File: src/rtm_pkg.sv
// ----------------------------------------------------------------------------
// rtm_pkg: shared types and constants for the rescaled tent-map generator
// Controller/datapath command and status groups, state codes, register map
// and reset values.
// ----------------------------------------------------------------------------
package rtm_pkg;

  // configuration port geometry (64-bit registers at 8-byte spacing)
  localparam int CFG_ADDR_W = 4;
  localparam int CFG_DATA_W = 64;

  // register index codes, taken from address bit 3
  localparam logic REG_SEED  = 1'b0;
  localparam logic REG_SLOPE = 1'b1;

  // register reset values
  localparam logic [63:0] SEED_RESET  = 64'd1431655765;
  localparam logic [31:0] SLOPE_RESET = 32'd510027366;

  // bits of the state consumed per multiplier pass
  localparam int MUL_CHUNK = 16;

  // controller states
  typedef enum logic [4:0] {
    ST_IDLE = 5'b00001,
    ST_MUL  = 5'b00010,
    ST_EVAL = 5'b00100,
    ST_DIV  = 5'b01000,
    ST_DONE = 5'b10000
  } rtm_state_t;

  // commands from controller to datapath
  typedef struct packed {
    logic load;
    logic mul_step;
    logic eval;
    logic div_step;
    logic commit;
  } rtm_cmd_t;

  // status from datapath to controller
  typedef struct packed {
    logic need_div;
  } rtm_status_t;

endpackage

File: src/rescaled_tent_map_generator_top.sv
// ----------------------------------------------------------------------------
// rescaled_tent_map_generator_top: chaotic tent-map sequence generator
// Streams one sample per restart/continue request and advances the orbit.
// ----------------------------------------------------------------------------
// From input transaction to result, an item is loaded, takes the multiplier
// passes and the evaluation, then, when a division is needed, the restoring
// divider, one quotient bit a cycle, before the commit to the output register.
// One item at a time: a new transaction is taken once the sequencer is back in
// idle after the previous result is stored in the output register.
// Reset (synchronous, rst_n low): default seed and slope, clamped orbit, no result.
module rescaled_tent_map_generator_top #(
  parameter int STATE_FRAC_BITS = 32,
  parameter int SLOPE_INT_BITS  = 4
) (
  input  logic        clk,
  input  logic        rst_n,
  // input channel
  input  logic        in_tvalid,
  output logic        in_tready,
  input  logic [7:0]  in_tdata,    // [0] restart, [7:1] zero
  // result channel
  output logic        out_tvalid,
  input  logic        out_tready,
  output logic [31:0] out_tdata,   // [31:0] sample
  output logic        out_tuser,   // [0] fault
  // configuration port
  input  logic        cfg_psel,
  input  logic        cfg_penable,
  input  logic        cfg_pwrite,
  input  logic [rtm_pkg::CFG_ADDR_W-1:0] cfg_paddr,
  input  logic [rtm_pkg::CFG_DATA_W-1:0] cfg_pwdata,
  output logic [rtm_pkg::CFG_DATA_W-1:0] cfg_prdata,
  output logic        cfg_pready
);

  logic [STATE_FRAC_BITS:0] seed;
  logic [31:0]              slope;
  rtm_pkg::rtm_cmd_t        cmd;
  rtm_pkg::rtm_status_t     status;

  // configuration registers
  rtm_cfg_regs #(
    .STATE_FRAC_BITS (STATE_FRAC_BITS)
  ) u_cfg (
    .clk         (clk),
    .rst_n       (rst_n),
    .cfg_psel    (cfg_psel),
    .cfg_penable (cfg_penable),
    .cfg_pwrite  (cfg_pwrite),
    .cfg_paddr   (cfg_paddr),
    .cfg_pwdata  (cfg_pwdata),
    .cfg_prdata  (cfg_prdata),
    .cfg_pready  (cfg_pready),
    .seed        (seed),
    .slope       (slope)
  );

  // sequencer
  rtm_ctrl #(
    .STATE_FRAC_BITS (STATE_FRAC_BITS)
  ) u_ctrl (
    .clk        (clk),
    .rst_n      (rst_n),
    .in_tvalid  (in_tvalid),
    .in_tready  (in_tready),
    .out_tvalid (out_tvalid),
    .out_tready (out_tready),
    .status     (status),
    .cmd        (cmd)
  );

  // datapath
  rtm_dpath #(
    .STATE_FRAC_BITS (STATE_FRAC_BITS),
    .SLOPE_INT_BITS  (SLOPE_INT_BITS)
  ) u_dpath (
    .clk        (clk),
    .rst_n      (rst_n),
    .cmd        (cmd),
    .status     (status),
    .in_restart (in_tdata[0]),
    .seed       (seed),
    .slope      (slope),
    .out_sample (out_tdata),
    .out_fault  (out_tuser)
  );

endmodule

File: src/rtm_cfg_regs.sv
// ----------------------------------------------------------------------------
// rtm_cfg_regs: configuration register file
// Holds the seed and slope registers behind an APB-style port.
// ----------------------------------------------------------------------------
module rtm_cfg_regs #(
  parameter int STATE_FRAC_BITS = 32
) (
  input  logic                            clk,
  input  logic                            rst_n,
  input  logic                            cfg_psel,
  input  logic                            cfg_penable,
  input  logic                            cfg_pwrite,
  input  logic [rtm_pkg::CFG_ADDR_W-1:0]  cfg_paddr,
  input  logic [rtm_pkg::CFG_DATA_W-1:0]  cfg_pwdata,
  output logic [rtm_pkg::CFG_DATA_W-1:0]  cfg_prdata,
  output logic                            cfg_pready,
  output logic [STATE_FRAC_BITS:0]        seed,
  output logic [31:0]                     slope
);

  localparam int XW = STATE_FRAC_BITS + 1;

  logic [XW-1:0] seed_r, seed_nxt;
  logic [31:0]   slope_r, slope_nxt;
  logic          wr_en;

  assign cfg_pready = 1'b1;
  assign wr_en      = cfg_psel & cfg_penable & cfg_pwrite & cfg_pready;

  // register write decode
  always_comb begin
    seed_nxt  = seed_r;
    slope_nxt = slope_r;
    if (wr_en) begin
      case (cfg_paddr[3])
        rtm_pkg::REG_SEED:  seed_nxt  = cfg_pwdata[XW-1:0];
        rtm_pkg::REG_SLOPE: slope_nxt = cfg_pwdata[31:0];
        default: begin
          seed_nxt  = seed_r;
          slope_nxt = slope_r;
        end
      endcase
    end
  end

  always_ff @(posedge clk) begin
    if (!rst_n) begin
      seed_r  <= rtm_pkg::SEED_RESET[XW-1:0];
      slope_r <= rtm_pkg::SLOPE_RESET;
    end else begin
      seed_r  <= seed_nxt;
      slope_r <= slope_nxt;
    end
  end

  // read mux
  always_comb begin
    case (cfg_paddr[3])
      rtm_pkg::REG_SEED:  cfg_prdata = rtm_pkg::CFG_DATA_W'(seed_r);
      rtm_pkg::REG_SLOPE: cfg_prdata = rtm_pkg::CFG_DATA_W'(slope_r);
      default:            cfg_prdata = '0;
    endcase
  end

  assign seed  = seed_r;
  assign slope = slope_r;

endmodule

File: src/rtm_ctrl.sv
// ----------------------------------------------------------------------------
// rtm_ctrl: step sequencer
// One-hot state machine that walks an item through multiply, evaluate and
// divide phases and owns the input ready and output valid flags.
// ----------------------------------------------------------------------------
module rtm_ctrl #(
  parameter int STATE_FRAC_BITS = 32
) (
  input  logic                 clk,
  input  logic                 rst_n,
  input  logic                 in_tvalid,
  output logic                 in_tready,
  output logic                 out_tvalid,
  input  logic                 out_tready,
  input  rtm_pkg::rtm_status_t status,
  output rtm_pkg::rtm_cmd_t    cmd
);

  localparam int MUL_STEPS = (STATE_FRAC_BITS + rtm_pkg::MUL_CHUNK - 1) / rtm_pkg::MUL_CHUNK;
  localparam int DIV_STEPS = STATE_FRAC_BITS + 2;
  localparam int CW        = $clog2(DIV_STEPS);

  rtm_pkg::rtm_state_t state_r, state_nxt;
  logic [CW-1:0]       cnt_r, cnt_nxt;
  logic                out_valid_r, out_valid_nxt;
  logic                slot_free;

  assign slot_free = !out_valid_r || out_tready;
  assign in_tready = (state_r == rtm_pkg::ST_IDLE);

  // next state and commands
  always_comb begin
    state_nxt = state_r;
    cnt_nxt   = cnt_r;
    cmd       = '0;
    case (state_r)
      rtm_pkg::ST_IDLE: begin
        if (in_tvalid) begin
          cmd.load  = 1'b1;
          cnt_nxt   = CW'(MUL_STEPS - 1);
          state_nxt = rtm_pkg::ST_MUL;
        end
      end
      rtm_pkg::ST_MUL: begin
        cmd.mul_step = 1'b1;
        if (cnt_r == '0) begin
          state_nxt = rtm_pkg::ST_EVAL;
        end else begin
          cnt_nxt = cnt_r - 1'b1;
        end
      end
      rtm_pkg::ST_EVAL: begin
        cmd.eval = 1'b1;
        if (status.need_div) begin
          cnt_nxt   = CW'(DIV_STEPS - 1);
          state_nxt = rtm_pkg::ST_DIV;
        end else begin
          state_nxt = rtm_pkg::ST_DONE;
        end
      end
      rtm_pkg::ST_DIV: begin
        cmd.div_step = 1'b1;
        if (cnt_r == '0) begin
          state_nxt = rtm_pkg::ST_DONE;
        end else begin
          cnt_nxt = cnt_r - 1'b1;
        end
      end
      rtm_pkg::ST_DONE: begin
        if (slot_free) begin
          cmd.commit = 1'b1;
          state_nxt  = rtm_pkg::ST_IDLE;
        end
      end
      default: begin
        state_nxt = rtm_pkg::ST_IDLE;
      end
    endcase
  end

  // output valid flag
  always_comb begin
    out_valid_nxt = out_valid_r;
    if (cmd.commit) begin
      out_valid_nxt = 1'b1;
    end else if (out_tready) begin
      out_valid_nxt = 1'b0;
    end
  end

  always_ff @(posedge clk) begin
    if (!rst_n) begin
      state_r     <= rtm_pkg::ST_IDLE;
      cnt_r       <= '0;
      out_valid_r <= 1'b0;
    end else begin
      state_r     <= state_nxt;
      cnt_r       <= cnt_nxt;
      out_valid_r <= out_valid_nxt;
    end
  end

  assign out_tvalid = out_valid_r;

endmodule

File: src/rtm_dpath.sv
// ----------------------------------------------------------------------------
// rtm_dpath: tent-map datapath
// Orbit state, chunked slope multiplier, fold and band evaluation, restoring
// divider and the output payload registers.
// ----------------------------------------------------------------------------
module rtm_dpath #(
  parameter int STATE_FRAC_BITS = 32,
  parameter int SLOPE_INT_BITS  = 4
) (
  input  logic                 clk,
  input  logic                 rst_n,
  input  rtm_pkg::rtm_cmd_t    cmd,
  output rtm_pkg::rtm_status_t status,
  input  logic                 in_restart,
  input  logic [STATE_FRAC_BITS:0] seed,
  input  logic [31:0]          slope,
  output logic [31:0]          out_sample,
  output logic                 out_fault
);

  localparam int F     = STATE_FRAC_BITS;
  localparam int SF    = 32 - SLOPE_INT_BITS;
  localparam int XW    = F + 1;
  localparam int CH    = rtm_pkg::MUL_CHUNK;
  localparam int MCH   = (F + CH - 1) / CH;
  localparam int TW    = CH * MCH;
  localparam int PW    = 32 + TW;
  localparam int NW    = F + SF + 1;
  localparam int QW    = F + 2;
  localparam int RW    = SF + 1;

  localparam logic [XW-1:0] ONE      = XW'(1) << F;
  localparam logic [XW-1:0] HALF     = XW'(1) << (F - 1);
  localparam logic [PW-1:0] ONE_PW   = PW'(1) << F;
  localparam logic [QW-1:0] ONE_QW   = QW'(1) << F;
  localparam logic [31:0]   TWO_M    = 32'(1) << (SF + 1);
  localparam logic [31:0]   R_MASK   = TWO_M - 32'd1;
  localparam logic [XW-1:0] SEED_RST = rtm_pkg::SEED_RESET[XW-1:0];
  localparam logic [XW-1:0] X_RST    = (SEED_RST > ONE) ? ONE : SEED_RST;

  logic [XW-1:0] x_r, x_nxt;
  logic [TW-1:0] t_r;
  logic [PW-1:0] acc_r;
  logic [31:0]   sample_r;
  logic [XW-1:0] xn_r;
  logic          flt_r;
  logic          div_r;
  logic [RW-1:0] rem_r;
  logic [QW-1:0] dq_r;
  logic [31:0]   out_sample_r;
  logic          out_fault_r;

  logic [XW-1:0] x_ld, seed_cl, t_ld;
  logic [31:0]   smp_ld, smp_shift;
  logic [CH+31:0] pp;
  logic [PW-1:0] pv, lhs;
  logic [XW-1:0] x_fold;
  logic [F-1:0]  q;
  logic [RW-1:0] r;
  logic [31:0]   m_top;
  logic          m_le2, in_band, n_sat;
  logic [NW-1:0] n_full;
  logic [NW-QW-1:0] n_hi;
  logic [RW:0]   trial;
  logic          ge;
  logic [XW-1:0] x_div;

  // state at item start, with optional reload from seed
  assign seed_cl = (seed > ONE) ? ONE : seed;
  assign x_ld    = in_restart ? seed_cl : x_r;
  assign t_ld    = (x_ld < HALF) ? x_ld : (ONE - x_ld);

  // state scaled to 32 bits
  generate
    if (F >= 32) begin : g_smp_down
      assign smp_shift = x_ld[F-1 -: 32];
    end else begin : g_smp_up
      assign smp_shift = {x_ld[F-1:0], {(32 - F){1'b0}}};
    end
  endgenerate
  assign smp_ld = (x_ld >= ONE) ? 32'hFFFF_FFFF : smp_shift;

  // one partial product per pass, most significant chunk first
  assign pp = slope * t_r[TW-1 -: CH];

  // fold and band evaluation on the full product
  always_comb begin
    pv      = acc_r >> SF;
    x_fold  = (pv > ONE_PW) ? ONE : pv[XW-1:0];
    q       = pv[F-1:0];
    r       = slope[RW-1:0];
    m_top   = slope & ~R_MASK;
    lhs     = PW'(m_top) << (F - 1);
    in_band = (lhs <= acc_r);
    m_le2   = (slope <= TWO_M);
    n_full  = {q, {(SF + 1){1'b0}}};
    n_hi    = n_full[NW-1:QW];
    n_sat   = (RW'(n_hi) >= r);
    status.need_div = !m_le2 && in_band && (r != '0) && !n_sat;
  end

  // restoring divider step
  assign trial = {rem_r, dq_r[QW-1]};
  assign ge    = (trial >= {1'b0, r});
  assign x_div = (dq_r > ONE_QW) ? ONE : dq_r[XW-1:0];

  // orbit state
  always_comb begin
    x_nxt = x_r;
    if (cmd.load) begin
      x_nxt = x_ld;
    end else if (cmd.commit) begin
      x_nxt = div_r ? x_div : xn_r;
    end
  end

  always_ff @(posedge clk) begin
    if (!rst_n) begin
      x_r <= X_RST;
    end else begin
      x_r <= x_nxt;
    end
  end

  // working registers
  always_ff @(posedge clk) begin
    if (cmd.load) begin
      t_r      <= TW'(t_ld);
      acc_r    <= '0;
      sample_r <= smp_ld;
    end
    if (cmd.mul_step) begin
      t_r   <= t_r << CH;
      acc_r <= (acc_r << CH) + PW'(pp);
    end
    if (cmd.eval) begin
      div_r <= 1'b0;
      flt_r <= 1'b0;
      if (m_le2) begin
        xn_r <= x_fold;
      end else if (!in_band) begin
        xn_r <= {1'b0, q};
      end else if (r == '0) begin
        xn_r  <= '0;
        flt_r <= 1'b1;
      end else if (n_sat) begin
        xn_r <= ONE;
      end else begin
        div_r <= 1'b1;
        rem_r <= RW'(n_hi);
        dq_r  <= n_full[QW-1:0];
      end
    end
    if (cmd.div_step) begin
      rem_r <= ge ? RW'(trial - {1'b0, r}) : trial[RW-1:0];
      dq_r  <= {dq_r[QW-2:0], ge};
    end
    if (cmd.commit) begin
      out_sample_r <= sample_r;
      out_fault_r  <= flt_r;
    end
  end

  assign out_sample = out_sample_r;
  assign out_fault  = out_fault_r;

endmodule

File: config.mk
export PLATFORM = sky130hd
export DESIGN_NAME = rescaled_tent_map_generator_top
export DESIGN_NICKNAME = d
export VERILOG_FILES = /design/src/rtm_pkg.sv /design/src/rescaled_tent_map_generator_top.sv /design/src/rtm_cfg_regs.sv /design/src/rtm_ctrl.sv /design/src/rtm_dpath.sv
export SDC_FILE = /design/constraint.sdc
export NUM_CORES = 2
export LEC_CHECK = 0
export BUFFER_PORTS_ARGS = -buffer_cell sky130_fd_sc_hd__buf_2
export CORE_MARGIN = 1
export CORE_UTILIZATION = 40
export CTS_BUF_LIST = sky130_fd_sc_hd__clkbuf_4
export DETAILED_ROUTE_END_ITERATION = 7
export PLACE_DENSITY_LB_ADDON = 0.3
export SLEW_MARGIN = 0
export SYNTH_ARGS = -nofsm -noshare
export SYNTH_HDL_FRONTEND = slang
export SYNTH_SLANG_ARGS = --single-unit
File: constraint.sdc
create_clock -name clk -period 7.65 [get_ports clk]
set_input_delay 1.1475 -clock clk [delete_from_list [all_inputs] [get_ports clk]]
set_output_delay 1.1475 -clock clk [all_outputs]
set_load 0.02 [all_outputs]
# ---- Yosys cells after proc, flatten, opt, wreduce, memory -nomap -nowiden
# Cells that the tools add are included.
dict set report word_totals {
  regBits 369
  latch_bits 0
  ram_bits 0
  rom_bits 0
  inputBits 83
  elab_cells 126
  mem_count 0
}
dict set report classes {
  n_addsub 4
  multipliers 1
  n_div 0
  magnitude_cmp 9
  eq_ne 15
  n_shift 0
  n_mux 51
  bitwise 4
  reduce_logical 25
}
# operator n
set ops {}
lappend ops {{33-bit 2-to-1 mux} 11}
lappend ops {{34-bit 2-to-1 mux} 6}
lappend ops {{29-bit 2-to-1 mux} 7}
lappend ops {{64-bit 2-to-1 mux} 2}
lappend ops {{64-bit case mux with 2 select lines} 1}
lappend ops {{32-bit 2-to-1 mux} 3}
lappend ops {{64-bit by 48-bit adder with 64-bit output} 1}
lappend ops {{63-bit by 64-bit <= comparator with 1-bit output} 1}
lappend ops {{32-bit by 16-bit multiplier with 48-bit output} 1}
lappend ops {{36-bit by 33-bit greater-than comparator with 1-bit output, second input constant} 1}
lappend ops {{34-bit by 33-bit greater-than comparator with 1-bit output, second input constant} 1}
lappend ops {{33-bit >= comparator, second input constant} 1}
lappend ops {{33-bit greater-than comparator, second input constant} 1}
lappend ops {{33-bit by 32-bit less-than comparator with 1-bit output, second input constant} 1}
lappend ops {{32-bit by 30-bit <= comparator with 1-bit output, second input constant} 1}
lappend ops {{1-bit by 32-bit subtractor with 32-bit output, first input constant} 1}
lappend ops {{30-bit by 29-bit >= comparator with 1-bit output} 1}
lappend ops {{27-bit by 29-bit >= comparator with 1-bit output} 1}
lappend ops {{29-bit logical NOT} 1}
lappend ops {{29-bit nonzero test} 1}
lappend ops {{29-bit subtractor} 1}
lappend ops {{5-bit 2-to-1 mux} 5}
lappend ops {{5-bit case mux with 5 select lines} 1}
lappend ops {{6-bit 2-to-1 mux} 3}
lappend ops {{other kinds (24)} 55}

# ---- Logic depth before layout (Yosys ltp)
dict set report logic_depth {
  ltp_word 7
  ltp_mapped 26
  depth_no_buf 23
}

# ---- Hierarchy
# Synthesis repeated with hierarchy kept, for this count alone.
dict set report hier_totals {
  hier_cells 4122
  hier_area_um2 37825.0
}
# module instances cells_per_inst area_each_um2
set modules_own_cells {}
lappend modules_own_cells {rtm_dpath 1 3696 33722.3}
lappend modules_own_cells {rtm_cfg_regs 1 338 3335.7}
lappend modules_own_cells {rtm_ctrl 1 88 767.0}

# ---- Worst setup path after synthesis
# OpenSTA, ideal clock, no wires.
dict set report synth_timing {
  path_kind {reg-to-reg}
  from {register u_cfg.slope_r[25] (netlist: u_cfg.slope[25])}
  to {register u_dpath.acc_r[53], data pin}
  setup_ns 0.147
  arrival_time_ns 6.346
  t_required_ns 7.503
  path_slack_ns 1.157
  path_stages_with_launch 26
  path_buffers 4
  cell_sequence {dfxtp_1 > clkbuf_1 > clkbuf_1 > nand2_1 > fa_1 > inv_1 > fa_1 > inv_1 > fa_1 > inv_1 > fa_1 > fa_1 > inv_1 > fa_1 > inv_1 > ha_1 > clkbuf_1 > nand2_1 > or3_1 > nor3_2 > o2bb2ai_2 > o31ai_2 > o31a_1 > buf_2 > or3_1 > a21oi_1}
}
dict set report synth_between {
  elab_chain_len 3
}
# item line
set synth_lines {}
lappend synth_lines {{start: declaration} rtm_cfg_regs.sv:24} ;# logic [31:0] slope_r, slope_nxt;
lappend synth_lines {{start signal: assignment} rtm_cfg_regs.sv:49} ;# slope_r <= rtm_pkg::SLOPE_RESET;
lappend synth_lines {{start signal: assignment} rtm_cfg_regs.sv:52} ;# slope_r <= slope_nxt;
lappend synth_lines {{32-bit by 16-bit multiplier with 48-bit output} rtm_dpath.sv:84} ;# assign pp = slope * t_r[TW-1 -: CH];
lappend synth_lines {{64-bit by 48-bit adder with 64-bit output} rtm_dpath.sv:134} ;# acc_r <= (acc_r << CH) + PW'(pp);
lappend synth_lines {{64-bit 2-to-1 mux} rtm_dpath.sv:132} ;# if (cmd.mul_step) begin
lappend synth_lines {{end signal: assignment} rtm_dpath.sv:134}
lappend synth_lines {{end: declaration} rtm_dpath.sv:43} ;# logic [PW-1:0] acc_r;
# No other way between the ends.
# A chain may end at the register's enable or synchronous reset.

# ---- Final worst setup path
dict set report layout_timing {
  from {register u_cfg.slope_r[5] (netlist: u_cfg.slope[5])}
  to {register u_dpath.acc_r[61], data pin}
}
# The elaborated chain is that of the path after synthesis.

==> qor.yml <==
placement:
  io_buffers: 109
  place_hpwl_mm: 88.8
  post-place-ws_ns: 0.454
  place_area_um2: 39100
  gp_congestion: 0.963
sta:
  max_freq_mhz: 137
  setup_viol: 0
  worst_clock_skew_ns: 0.0465
  worstMarginPinSlew_ns: 1.13
  post-route-period-util_pct: 95.1
  slew_headroom_pct: 24.4
  slew_viol_final: 0
  timing.final.crit_period_ns: 7.28
  tns_ns: 0
  hold_violations: 0
  rsz0062_at_grt: "no"
  fin_ws_ns: 0.374
global_route:
  grt_max_degree: 81
  grt_overflow: 0
  grt_pass1_vias: 29405
  grt_pass1_wl_mm: 180
  antenna_found_initial: 8
  grt_usage_pct: 25.3
job:
  drv_cap: 0
logic_synthesis:
  synth-seq-cells: 369
  synth_area_um2: 36800
  synth.distinct_cells: 86
  synth_area_per_cell_um2: 9.12
  postSynthCellCount: 4032
  synthFlopType: "edfxtp_1"
  yosys_warnings: 0
  synth_async_sr_flop_share_pct: 0
  synth-edff-count: 243
  ys_seq_area_share_pct: 26.7
worst_hold_path:
  hold_start: "u_dpath.sample_r[2]"
  hp-class: "reg -> reg"
  min_path_cells: 0
  hold_end: "u_dpath.out_sample[2]"
final_layout:
  drive_gt1_share_pct: 11.7
  stdcell_area_um2: 40400
  fin_util_pct: 44.6
  syn_to_final_growth_pct: 9.85
  nets: 4892
worst_setup_path:
  start_kind: "flip-flop"
  crit_chain: "and2_1, fa_1, fa_1, fa_1, fa_1, fa_1, inv_1, fa_1, inv_1, ha_1, and2_1, nand3_1, or3_1, nor3_2, o2bb2ai_2, o31ai_2, o31a_1, buf_12, or4_1, a21oi_1"
  r2r_start: "u_cfg.slope[5]"
  crit_slowest_cell: "dfxtp_1"
  cp_common_cell: "fa_1"
  cp-end-kind: "flip-flop"
  r2r-end: "u_dpath.acc_r[61]"
  path_class: "reg -> reg"
  r2r_cells: 20
  cpLargestDelayFamily: "adder cells"
  r2r_slack_ns: 0.37
  cpPeakStageDelay_ns: 0.90
  crit_path_max_fanout: 17
  crit_arrival_ns: 7.98
  worst-path-buf-inv: 3
  crit_required_ns: 8.35
clocking:
  cts_tree: "built"
  ctsHoldBuffers: 0
  clock_tree.root_cell: "clkbuf_4"
  clock-sinks: 369
  post_cts_buffers: 0
  clkTransAtPathRegs_ns: 0.07
  worst_skew_pair.late_latency_ns: 0.89
  cts_resized: 0
  htreeDepth: 3
  cts_buffers: 100
  cts_buffer_depth: 3
floorplanning:
  die_x_um: 305
  start_util_pct: 40.6
  dieArea_um2: 93200
  die-height_um: 305
  coreArea_um2: 90600
  num_rows: 110
  io_pins: 183
status:
  status: "complete, no violations"
route:
  routedWlPerCell_um: 21.5
  drc: 0
  route.vias.total: 29517
  drtPass1Iterations: 6
  drt_first_iter_violations: 2835
  wirelength_mm: 117
  antenna_left: 0
  viasPerCell: 5.44
-- cells by family (layout without fill, tap and decap cells) --
logic type / Yosys count / count (layout) / share of synthesized area (%)
simple gates: 1344 / 1344 / 17.6
xor+xnor: 93 / 93 / 2.21
compound gates: 609 / 609 / 10.8
buf+inv: 913 / 1095 / 9.78
other cells: 2 / 33 / 0.0204
fa+ha+maj: 649 / 649 / 31.3
flops: 369 / 369 / 26.7
mux: 53 / 53 / 1.57
-- layout by cell type, fill, tap and decap left out, types with 34 or more instances in the layout --
| master | instances |
|---|---|
| edfxtp_1 | 243 |
| nor3_1 | 41 |
| nor2_1 | 180 |
| o21ai_0 | 87 |
| a21boi_0 | 40 |
| nand2_1 | 590 |
| mux2_2 | 34 |
| fa_1 | 451 |
| inv_1 | 649 |
| nand3_1 | 50 |
| a21oi_1 | 144 |
| xnor2_1 | 58 |
| a22oi_1 | 37 |
| o21ai_1 | 57 |
| a21o_1 | 36 |
| dfxtp_1 | 126 |
| xor2_1 | 35 |
| ha_1 | 198 |
| nor4_1 | 36 |
| clkbuf_4 | 159 |
| buf_4 | 136 |
| buf_2 | 108 |
| and2_1 | 288 |
-- flip-flops by register name, summed over array words and instances (netlist names), 5 cells and up --
| signal | cells |
|---|---|
| u_dpath.acc_r | 64 |
| u_dpath.dq_r | 34 |
| u_cfg.seed | 33 |
| u_dpath.x_r | 33 |
| u_dpath.xn_r | 33 |
| u_cfg.slope | 32 |
| u_dpath.out_sample | 32 |
| u_dpath.sample_r | 32 |
| u_dpath.t_r | 32 |
| u_dpath.rem_r | 29 |
| u_ctrl.cnt_r | 6 |
| u_ctrl.state_r | 5 |
-- worst reg2reg max path, stage by stage (launching register included) --
cell       delay (ns)
dfxtp_1          0.90
and2_1           0.27
fa_1             0.44
fa_1             0.54
fa_1             0.54
fa_1             0.55
fa_1             0.56
inv_1            0.06
fa_1             0.52
inv_1            0.05
ha_1             0.28
and2_1           0.14
nand3_1          0.27
or3_1            0.46
nor3_2           0.13
o2bb2ai_2        0.17
o31ai_2          0.12
o31a_1           0.28
buf_12           0.15
or4_1            0.49
a21oi_1          0.15
-- stage by stage --
| step | hold WS, ns | cells |
|---|---|---|
| after floorplan | 0.400 | 4062 |
| after global placement | 0.405 | 5234 |
| after detailed placement | 0.405 | 5234 |
| after CTS | 0.414 | 5420 |
| after global routing | 0.424 | 5421 |
| final | 0.412 | 5421 |
-- per-layer routing --
layer / global-route usage [%] / part of all wire (%) / up-vias
met5: 0 / 0.017 / -
met4: 7.63 / 3.0 / 2
met3: 5.12 / 9.3 / 209
met2: 39.1 / 45 / 1364
met1: 35.8 / 43 / 14653
li1: - / - / 13289
-- how the worst max path moves through the flow --
stage	startpoint	to	slack [ns]	cells past startpoint
4_1_cts	u_dpath.t_r[20]	u_dpath.acc_r[62]	0.45	24
5_1_grt	u_dpath.t_r[20]	u_dpath.acc_r[51]	0.02	23
2_1_floorplan	u_cfg.slope[25]	u_dpath.acc_r[53]	1.16	25
6_report	u_cfg.slope[5]	u_dpath.acc_r[61]	0.37	20
3_5_place_dp	u_dpath.t_r[20]	u_dpath.acc_r[62]	0.45	24
3_3_place_gp	u_dpath.t_r[20]	u_dpath.acc_r[62]	0.41	24
-- cells in the mapped netlist (all sizes together), types with 8 or more instances --
| cell type | count | share of area, % |
|---|---|---|
| o31ai | 14 | 0.34 |
| nor4 | 38 | 0.68 |
| mux2 | 35 | 1.1 |
| o211ai | 23 | 0.47 |
| nand4 | 32 | 0.54 |
| o22ai | 20 | 0.34 |
| a21o | 36 | 0.73 |
| nor4b | 8 | 0.21 |
| nor3b | 9 | 0.24 |
| a21oi | 144 | 2.0 |
| edfxtp | 243 | 20 |
| xnor2 | 58 | 1.4 |
| nand3 | 50 | 0.68 |
| nor2 | 184 | 1.9 |
| o21bai | 16 | 0.33 |
| fa | 451 | 25 |
| a211oi | 10 | 0.22 |
| xor2 | 35 | 0.83 |
| buf | 69 | 1.2 |
| a31oi | 31 | 0.53 |
| nor2b | 24 | 0.41 |
| and3 | 24 | 0.41 |
| a221oi | 15 | 0.36 |
| inv | 652 | 6.7 |
| nand2b | 13 | 0.22 |
| or3 | 11 | 0.19 |
| o21ai | 145 | 2.0 |
| nor3 | 42 | 0.59 |
| mux2i | 18 | 0.49 |
| a22oi | 37 | 0.76 |
| and2 | 288 | 4.9 |
| clkbuf | 192 | 2.0 |
| ha | 198 | 6.7 |
| nand2 | 592 | 6.0 |
| dfxtp | 126 | 6.9 |
| o21a | 16 | 0.33 |
| a21boi | 44 | 0.90 |
-- cell type report --
| class | instances | area (um^2) |
|---|---|---|
| clock inverter | 27 | 135 |
| fill | 8975 | 50200 |
| clock buffer | 159 | 1190 |
| tap | 1176 | 1470 |
| sequential | 369 | 9820 |
| timing repair buffer | 257 | 1820 |
| multi-input combinational | 2780 | 23500 |
| antenna | 1 | 2.50 |
| inverter | 652 | 2450 |
Power is not shown: default switching activity piles up to over one toggle a cycle in this logic, so the estimate is an artifact.
